[src/rtl/pic_pkg.sv]
// ----------------------------------------------------------------------------
// pic_pkg: shared definitions for the polymorphic inline cache
// Cache geometry, mode codes, item kind codes and store write transaction type.
// ----------------------------------------------------------------------------
package pic_pkg;

  localparam int ENTRIES = 4;
  localparam int IDX_W   = (ENTRIES > 1) ? $clog2(ENTRIES) : 1;
  localparam int CNT_W   = $clog2(ENTRIES + 1);

  localparam int TYPE_W  = 16;
  localparam int METH_W  = 32;
  localparam int MODE_W  = 2;

  localparam logic [MODE_W-1:0] MODE_MONO = 2'd0;
  localparam logic [MODE_W-1:0] MODE_POLY = 2'd1;
  localparam logic [MODE_W-1:0] MODE_MEGA = 2'd2;

  localparam logic KIND_LOOKUP = 1'b0;
  localparam logic KIND_UPDATE = 1'b1;

  typedef struct packed {
    logic              en;
    logic [IDX_W-1:0]  idx;
    logic [TYPE_W-1:0] type_id;
    logic [METH_W-1:0] method;
  } pic_wr_t;

endpackage

[src/rtl/polymorphic_inline_cache_unit.sv]
// ----------------------------------------------------------------------------
// polymorphic_inline_cache_unit: single call-site dispatch cache
// Holds up to ENTRIES type/method pairs with fill count and dispatch mode.
// ----------------------------------------------------------------------------
// Operation: a transaction accepted while idle scans the filled entries in
//   turn on the shared comparator, up to the first match (none when empty or
//   megamorphic), then passes through the finish state; out_valid is high in
//   the cycle after finish. A new transaction is not taken while busy; start
//   is taken again while the result strobe is shown. The receiver cannot
//   stall: out_valid is a strobe.
// Reset (rst_n low, synchronous): fill count zero, mode monomorphic, idle.
// ----------------------------------------------------------------------------
module polymorphic_inline_cache_unit (
  input  logic                        clk,
  input  logic                        rst_n,
  input  logic                        start,
  output logic                        busy,
  input  logic                        in_kind,
  input  logic [pic_pkg::TYPE_W-1:0]  in_type_id,
  input  logic [pic_pkg::METH_W-1:0]  in_method_handle,
  output logic                        out_valid,
  output logic                        out_hit,
  output logic [pic_pkg::METH_W-1:0]  out_found_method,
  output logic [pic_pkg::MODE_W-1:0]  out_cache_mode
);

  localparam logic [1:0] ST_IDLE   = 2'd0;
  localparam logic [1:0] ST_SCAN   = 2'd1;
  localparam logic [1:0] ST_FINISH = 2'd2;

  logic [1:0]                 state_r, state_nxt;
  logic [pic_pkg::CNT_W-1:0]  fill_r, fill_nxt;
  logic [pic_pkg::MODE_W-1:0] mode_r, mode_nxt;
  logic [pic_pkg::IDX_W-1:0]  idx_r, idx_nxt;
  logic                       found_r, found_nxt;

  // Latched transaction
  logic                       kind_r;
  logic [pic_pkg::TYPE_W-1:0] key_r;
  logic [pic_pkg::METH_W-1:0] meth_r;

  logic                       valid_r, valid_nxt;
  logic                       hit_r, hit_nxt;
  logic [pic_pkg::METH_W-1:0] fmeth_r, fmeth_nxt;
  logic [pic_pkg::MODE_W-1:0] omode_r, omode_nxt;

  pic_pkg::pic_wr_t           wr;
  logic                       cmp_match;
  logic [pic_pkg::METH_W-1:0] meth_data;

  logic accept;
  logic last_entry;
  logic full;

  assign busy       = (state_r != ST_IDLE);
  assign accept     = start && !busy;
  assign last_entry = ((pic_pkg::CNT_W'(idx_r) + pic_pkg::CNT_W'(1)) == fill_r);
  assign full       = (fill_r == pic_pkg::CNT_W'(pic_pkg::ENTRIES));

  pic_entry_store u_store (
    .clk       (clk),
    .wr        (wr),
    .cmp_idx   (idx_r),
    .cmp_key   (key_r),
    .cmp_match (cmp_match),
    .meth_idx  (idx_r),
    .meth_data (meth_data)
  );

  always_comb begin
    state_nxt  = state_r;
    fill_nxt   = fill_r;
    mode_nxt   = mode_r;
    idx_nxt    = idx_r;
    found_nxt  = found_r;
    valid_nxt  = 1'b0;
    hit_nxt    = hit_r;
    fmeth_nxt  = fmeth_r;
    omode_nxt  = omode_r;
    wr.en      = 1'b0;
    wr.idx     = fill_r[pic_pkg::IDX_W-1:0];
    wr.type_id = key_r;
    wr.method  = meth_r;

    unique case (state_r)
      ST_IDLE: begin
        if (accept) begin
          idx_nxt   = '0;
          found_nxt = 1'b0;
          // Megamorphic or empty: nothing to compare, go straight to finish.
          if (mode_r == pic_pkg::MODE_MEGA || fill_r == '0) begin
            state_nxt = ST_FINISH;
          end else begin
            state_nxt = ST_SCAN;
          end
        end
      end
      ST_SCAN: begin
        // One entry per cycle; idx_r stays on the matching slot.
        if (cmp_match) begin
          found_nxt = 1'b1;
          state_nxt = ST_FINISH;
        end else if (last_entry) begin
          state_nxt = ST_FINISH;
        end else begin
          idx_nxt = idx_r + pic_pkg::IDX_W'(1);
        end
      end
      ST_FINISH: begin
        state_nxt = ST_IDLE;
        valid_nxt = 1'b1;
        hit_nxt   = 1'b0;
        fmeth_nxt = '0;
        omode_nxt = mode_r;
        if (kind_r == pic_pkg::KIND_LOOKUP) begin
          if (found_r) begin
            hit_nxt   = 1'b1;
            fmeth_nxt = meth_data;
          end
        end else if (mode_r != pic_pkg::MODE_MEGA && !found_r) begin
          if (!full) begin
            wr.en    = 1'b1;
            fill_nxt = fill_r + pic_pkg::CNT_W'(1);
            // Second entry onward makes the site polymorphic.
            if (fill_r != '0) begin
              mode_nxt  = pic_pkg::MODE_POLY;
              omode_nxt = pic_pkg::MODE_POLY;
            end
          end else begin
            mode_nxt  = pic_pkg::MODE_MEGA;
            omode_nxt = pic_pkg::MODE_MEGA;
          end
        end
      end
      default: begin
        state_nxt = ST_IDLE;
      end
    endcase
  end

  always_ff @(posedge clk) begin
    if (!rst_n) begin
      state_r <= ST_IDLE;
      fill_r  <= '0;
      mode_r  <= pic_pkg::MODE_MONO;
      valid_r <= 1'b0;
    end else begin
      state_r <= state_nxt;
      fill_r  <= fill_nxt;
      mode_r  <= mode_nxt;
      valid_r <= valid_nxt;
    end
  end

  always_ff @(posedge clk) begin
    idx_r   <= idx_nxt;
    found_r <= found_nxt;
    hit_r   <= hit_nxt;
    fmeth_r <= fmeth_nxt;
    omode_r <= omode_nxt;
    if (accept) begin
      kind_r <= in_kind;
      key_r  <= in_type_id;
      meth_r <= in_method_handle;
    end
  end

  assign out_valid        = valid_r;
  assign out_hit          = hit_r;
  assign out_found_method = fmeth_r;
  assign out_cache_mode   = omode_r;

endmodule

[src/rtl/pic_entry_store.sv]
// ----------------------------------------------------------------------------
// pic_entry_store: type/method pair storage with one shared type comparator
// One write port, one type read compared against a key, one method read.
// ----------------------------------------------------------------------------
module pic_entry_store (
  input  logic                        clk,
  input  pic_pkg::pic_wr_t            wr,
  input  logic [pic_pkg::IDX_W-1:0]   cmp_idx,
  input  logic [pic_pkg::TYPE_W-1:0]  cmp_key,
  output logic                        cmp_match,
  input  logic [pic_pkg::IDX_W-1:0]   meth_idx,
  output logic [pic_pkg::METH_W-1:0]  meth_data
);

  logic [pic_pkg::TYPE_W-1:0] type_r [pic_pkg::ENTRIES];
  logic [pic_pkg::METH_W-1:0] meth_r [pic_pkg::ENTRIES];

  // Entries beyond the fill count are never compared, so no reset needed.
  always_ff @(posedge clk) begin
    if (wr.en) begin
      type_r[wr.idx] <= wr.type_id;
      meth_r[wr.idx] <= wr.method;
    end
  end

  assign cmp_match = (type_r[cmp_idx] == cmp_key);
  assign meth_data = meth_r[meth_idx];

endmodule
[config.mk]
export PLATFORM = sky130hd
export DESIGN_NAME = polymorphic_inline_cache_unit
export DESIGN_NICKNAME = d
export VERILOG_FILES = /design/src/rtl/pic_pkg.sv /design/src/rtl/polymorphic_inline_cache_unit.sv /design/src/rtl/pic_entry_store.sv
export SDC_FILE = /design/constraint.sdc
export NUM_CORES = 1
export LEC_CHECK = 0
export BUFFER_PORTS_ARGS = -buffer_cell sky130_fd_sc_hd__buf_2
export CAP_MARGIN = 10
export CORE_UTILIZATION = 60
export DETAILED_ROUTE_END_ITERATION = 12
export GPL_TIMING_DRIVEN = 0
export PLACE_DENSITY = 0.76
export SETUP_SLACK_MARGIN = 0.02
export SYNTH_ARGS = -nofsm -noshare
export SYNTH_HDL_FRONTEND = slang
export SYNTH_SLANG_ARGS = --single-unit
[constraint.sdc]
create_clock -name clk -period 10.4 [get_ports clk]
set_clock_uncertainty 0.05 [all_clocks]
set_input_delay 3.12 -clock clk [delete_from_list [all_inputs] [get_ports clk]]
set_output_delay 3.12 -clock clk [all_outputs]
set_load 0.005 [all_outputs]
==> metrics, run 1 <==
P_leak 4.213 nW; PwrDens 196.3 mW/mm^2; routing usage on met1 26.36%; Flop pwr share 54.8%; largest net degree at the start of global routing 33; GR peak layer met2; final hold violations 0; I/O Pins 89; fillers 972; WS Path Type flop to output pin; Ant. Diodes 0; Die H 135.1 microns; RSZ-0062 raised after global routing false; Post-Synthesis Cells 473; Setup-failing EPs final 0; Area Overhead vs Synth 17.01%; CTS tree done; Yosys reg bits 289; design area 0.01243 sq mm; DPL Wire Length 10.54 mm; clock sinks 289; max-slew violations 0; vias in the first global route 4927; period utilization 42.69%; nets@finish 658; hold_ws 0.4385 ns; global-route wire length before repair 26.50 mm; Sw Pwr 0.4763 mW; initial antenna violation count 0; Port Buf Inserts 88; Combinational Power Share 5.0%; via/cell ratio 5.494; CTS resizes 0; Mapped Avg Cell Area 22.47 sq um; Clock Latency Late Sink 0.53 ns; synth warn 0; number of max-cap violations 0; Die W 135.1 microns; Final TNS setup 0 ns; pre-CTS WS 5.800 ns; met3 Use GR 3.116%; worst-margin pin slew 0.7646 ns; met2 usage 32.76%; Startpoint Class flop; fraction of layout cells with a size suffix above 1 32.48%; Worst-path clk slew 0.06 ns; Clock Tree Buf Depth 3; Core Region 0.01730 sq mm; ANT nets after route 0; DRC marker count from the first detailed-route iteration 295; CTS root buf clkbuf_16; Fmax 0.2252 GHz; fin crit period 4.440 ns; worst path required time 7.23 ns; drt total wl 16.96 mm; # Post-CTS Setup Buffers 0; worst min path class flop to flop; GRT Total Usage 19.70%; sw frac 19.51%; GP Congestion 0.7253; worst setup margin 5.960 ns; cell area after synthesis 0.01063 sq mm; wire length per cell 20.02 microns; CP endpoint kind output pin; Worst EP arrival 1.27 ns; Cell Rows 48; commonest non-fill, non-tap cells in the layout 279 x edfxtp_1, 91 x buf_2, 42 x mux4_2, 39 x nor2b_1, 29 x clkbuf_16; worst vdd ir 0.1478 mV; commonest non-fill, non-tap cell in the layout edfxtp_1; Netlist cell types 34; placed cell area 0.01152 sq mm; grt total ovfl 0; TritonRoute pass-1 iters 4; reg2reg setup slack 7.28 ns; initial core utilization 61.44%; Via Count 4653; Slew headroom 48.75%; Clk pwr share 40.2%; CTS HTree Levels 1; cts hold-fix bufs 0; clock buffer count from CTS 28; sequential element share of the synthesized area 80.73%; Remaining DRCs 0; post-synthesis net count 530; Util after Layout 71.89%; peak fanout along the critical path 4; die area 0.01825 sq mm; status completed; Cell Int Power 1.965 mW
state kept, by name, summed over array words and instances, names as in the netlist, 3 cells and up, named ones only:
register / count
fill_r: 3
key_r: 16
meth_r: 32
out_found_method: 32
u_store.meth_r: 128
u_store.type_r: 64
routing by layer:
layer / wire length (microns) / vias up
met1: 6990 / 2314
met4: 457 / 0
met2: 8591 / 139
met5: 0 / -
met3: 921 / 39
li1: - / 2161
final cells by class:
cell class / count / area (sq um) / area share [%]
inverters: 7 / 26.28 / 0.2113
multi-input cells: 160 / 1939 / 15.60
plain buffers: 17 / 92.59 / 0.7446
repair buffers: 98 / 604.3 / 4.860
clock inverters: 11 / 105.1 / 0.8452
clock buffers: 40 / 807.0 / 6.490
flip-flops and latches: 289 / 8578 / 68.99
well taps: 225 / 281.5 / 2.264
kinds of logic (layout without fill, tap and decap cells):
family / Yosys count / count (layout) / synth area share [%]
and+or+nand+nor: 77 / 77 / 4.545
xor gates and xnor gates: 21 / 21 / 2.013
muxes: 50 / 50 / 10.57
AOI/OAI and AO/OA: 7 / 7 / 0.4474
buffers and inverters: 24 / 173 / 1.107
DFF: 289 / 289 / 80.73
adders and majority gates: 5 / 5 / 0.5887
worst max-delay path, stage by stage (launching register included):
cell,delay (ns)
dfxtp_1,0.34
nor2_1,0.22
inv_1,0.06
buf_2,0.12
power by group through the flow:
stage	Clock [mW]	Sequential, mW	Combinational (mW)
after floorplan	0	1.36	0.0787
after global placement	0	1.36	0.116
after detailed placement	0	1.36	0.124
after CTS	0.999	1.34	0.125
after global routing	1.04	1.34	0.132
final	0.982	1.34	0.122
synthesized netlist by cell type, drive strengths merged:
library cell | number | share of area [%]
clkbuf | 11 | 0.39
ha | 5 | 0.59
nor4 | 1 | 0.20
xor2 | 2 | 0.16
mux4 | 48 | 10
o21a | 1 | 0.071
dfxtp | 10 | 1.9
nand2b | 2 | 0.12
edfxtp | 279 | 79
nor2 | 6 | 0.24
nand4 | 4 | 0.29
nor3 | 1 | 0.047
mux2i | 2 | 0.19
nand3 | 6 | 0.28
o31ai | 1 | 0.12
buf | 6 | 0.47
nor2b | 39 | 2.3
nand3b | 2 | 0.14
a21o | 1 | 0.071
nand4b | 2 | 0.16
xnor2 | 19 | 1.8
nor4b | 1 | 0.14
o21ai | 1 | 0.047
nand2 | 6 | 0.21
a21oi | 3 | 0.14
and2 | 7 | 0.41
inv | 7 | 0.25
final timing paths:
check             start          to  depth (start not counted)
max          state_r[1]        busy                          3
min          state_r[1]  state_r[1]                          1
max reg2reg        flop    idx_r[1]                          8
min reg2reg  state_r[1]  state_r[1]                          1
through the flow:
step                power [mW]  instances
CTS                      2.461        847
global placement         1.476        786
detailed placement       1.485        796
floorplan                1.436        473
finish                   2.441        847
global route             2.515        847
Note: power is estimated with default switching activity, not from simulation.
==> run 2: changes to the inputs <==
--- a/config.mk
+++ b/config.mk
@@ -7,10 +7,10 @@
 export LEC_CHECK = 0
 export BUFFER_PORTS_ARGS = -buffer_cell sky130_fd_sc_hd__buf_2
 export CAP_MARGIN = 10
-export CORE_UTILIZATION = 60
+export CORE_UTILIZATION = 59
 export DETAILED_ROUTE_END_ITERATION = 12
 export GPL_TIMING_DRIVEN = 0
-export PLACE_DENSITY = 0.76
+export PLACE_DENSITY = 0.75
 export SETUP_SLACK_MARGIN = 0.02
 export SYNTH_ARGS = -nofsm -noshare
 export SYNTH_HDL_FRONTEND = slang
==> constraint.sdc (replaced) <==
create_clock -name clk -period 4.61 [get_ports clk]
set_clock_uncertainty 0.05 [all_clocks]
set_input_delay 1.383 -clock clk [delete_from_list [all_inputs] [get_ports clk]]
set_output_delay 1.383 -clock clk [all_outputs]
set_load 0.005 [all_outputs]
==> metrics, run 2 (synthesized netlist as in run 1, its figures left out) <==
clock buffer count from CTS 28 (unchanged); worst vdd ir 0.3266 mV (+120%); Clock Latency Late Sink 0.53 ns (about the same); Area Overhead vs Synth 16.74%; Worst EP arrival 3.34 ns (+2.07 ns); CP endpoint kind flop; vias in the first global route 4971 (+0.89%); worst-margin pin slew 0.7135 ns (-0.05113 ns); Startpoint Class flop; CTS resizes 0 (unchanged); hold_ws 0.4416 ns (+0.003106 ns); fraction of layout cells with a size suffix above 1 31.08% (-1.4 points); max reg flops 128 (unchanged); ANT nets after route 0 (unchanged); initial antenna violation count 0 (unchanged); WS Path Type flop to flop; Port Buf Inserts 88 (unchanged); Biggest register u_store.meth_r; Combinational Power Share 5.1% (about the same); GP Congestion 0.7094 (-2.2%); commonest non-fill, non-tap cells in the layout 279 x edfxtp_1, 91 x buf_2, 42 x mux4_2, 39 x nor2b_1, 29 x clkbuf_16; CTS tree done; sw frac 19.76% (+0.26 points); Die H 136.2 microns (+0.83%); # Post-CTS Setup Buffers 0 (unchanged); commonest non-fill, non-tap cell in the layout edfxtp_1; Fmax 0.3220 GHz; Setup-failing EPs final 0 (unchanged); global-route wire length before repair 26.94 mm (+1.7%); DPL Wire Length 10.66 mm (+1.2%); clock sinks 289 (unchanged); Clock Tree Buf Depth 3 (unchanged); Post-Layout Cell Count 846 (-0.12%); fin crit period 3.105 ns; I/O Pins 89 (unchanged); Core Region 0.01742 sq mm (+0.69%); Clk pwr share 39.7% (-0.5 points); RSZ-0062 raised after global routing false; Via Count 4763 (+2.4%); Cell Rows 48 (unchanged); min-delay src meth_r[21]; worst path required time 4.85 ns (-2.38 ns); TritonRoute pass-1 iters 4 (unchanged); worst min path class flop to flop; number of max-cap violations 0 (unchanged); die area 0.01855 sq mm (+1.7%); Remaining DRCs 0 (unchanged); fillers 1038 (+6.8%); PwrDens 440.2 mW/mm^2 (+120%); Sw Pwr 1.079 mW (+130%); cts hold-fix bufs 0 (unchanged); leading registers by flop count u_store.meth_r (128), u_store.type_r (64); Worst-path clk slew 0.06 ns (about the same); grt total ovfl 0 (unchanged); Cell Int Power 4.382 mW (+120%); nets@finish 656 (-0.30%); Ant. Diodes 0 (unchanged); GRT Total Usage 20.02% (+0.32 points); CTS HTree Levels 1 (unchanged); final hold violations 0 (unchanged); drt total wl 17.67 mm (+4.2%); Flop pwr share 55.2% (+0.4 points); initial core utilization 61.01% (-0.42 points); largest net degree at the start of global routing 35 (+6.1%); CTS root buf clkbuf_16; Design Power 5.461 mW (+120%); wire length per cell 20.88 microns (+4.3%); max-slew violations 0 (unchanged); Die W 136.2 microns (+0.83%); peak fanout along the critical path 10 (+6); status completed; Cells after DPL 794 (-0.25%); via/cell ratio 5.630 (+2.5%); P_leak 4.178 nW (-0.85%); period utilization 67.36%; Slew headroom 52.44% (+3.7 points); DRC marker count from the first detailed-route iteration 317 (+7.5%)
## run 2: cell types whose count changed in the layout (fill, tap and decap cells not counted), moves of 3 or more
cell      previous run  this run
clkinv_2             6         2
clkbuf_8             4         0
buf_6                4         1
clkbuf_1            17        22
clkinv_1             2         5
## run 2: per-layer routing
metal / part of all wire [%] / track usage, % / vias to the layer above
met3: 5.5 / 3.505 / 32
li1: - / - / 2145
met5: 0 / 0 / -
met4: 2.3 / 6.543 / 0
met2: 53 / 34.80 / 147
met1: 40 / 25.74 / 2439
## run 2: final timing paths
kind / to / slack, ns / depth (start not counted)
worst max-delay path: idx_r[1] / 1.50 / 8
worst min-delay path: u_store.meth_r[0][21] / 0.44 / 0
worst max register to register: idx_r[1] / 1.50 / 8
worst min register to register: u_store.meth_r[0][21] / 0.44 / 0
## run 2: layout make-up
cell class,instances,area [sq um],share of cell area [%]
tap,225,281.5,2.269
multi-input combinational,160,1946,15.68
sequential,289,8578,69.15
clock inverter,11,112.6,0.9077
inverter,7,26.28,0.2118
timing repair buffer,96,598.1,4.821
clock buffer,41,770.7,6.213
buffer,17,92.59,0.7463
## run 2: power by group through the flow
stage | Clock (mW) | Sequential (mW) | Combinational (mW)
after global routing | 2.29 | 3.02 | 0.304
after CTS | 2.21 | 3.02 | 0.286
after detailed placement | 0 | 3.07 | 0.283
after floorplan | 0 | 3.06 | 0.178
after global placement | 0 | 3.07 | 0.262
final | 2.17 | 3.01 | 0.280
## run 2: critical path, stage by stage (launching register included)
cell      delay, ns
dfxtp_1        0.31
clkbuf_1       0.32
clkbuf_1       0.50
mux4_2         0.41
xnor2_1        0.16
nand4_1        0.21
nor4_4         0.47
nand2_1        0.18
and2_1         0.23
## run 2: per-stage QoR
step / setup slack, ns / util, % / cell area, sq um / TNS (ns)
floorplan: 0.3995 / - / 10630 / 0
global placement: -1.653 / 65.19 / 11350 / -181.75
detailed placement: 1.511 / 66.16 / 11520 / 0
CTS: 1.453 / 71.23 / 12410 / 0
global route: 1.270 / 71.23 / 12410 / 0
finish: 1.505 / 71.23 / 12410 / 0
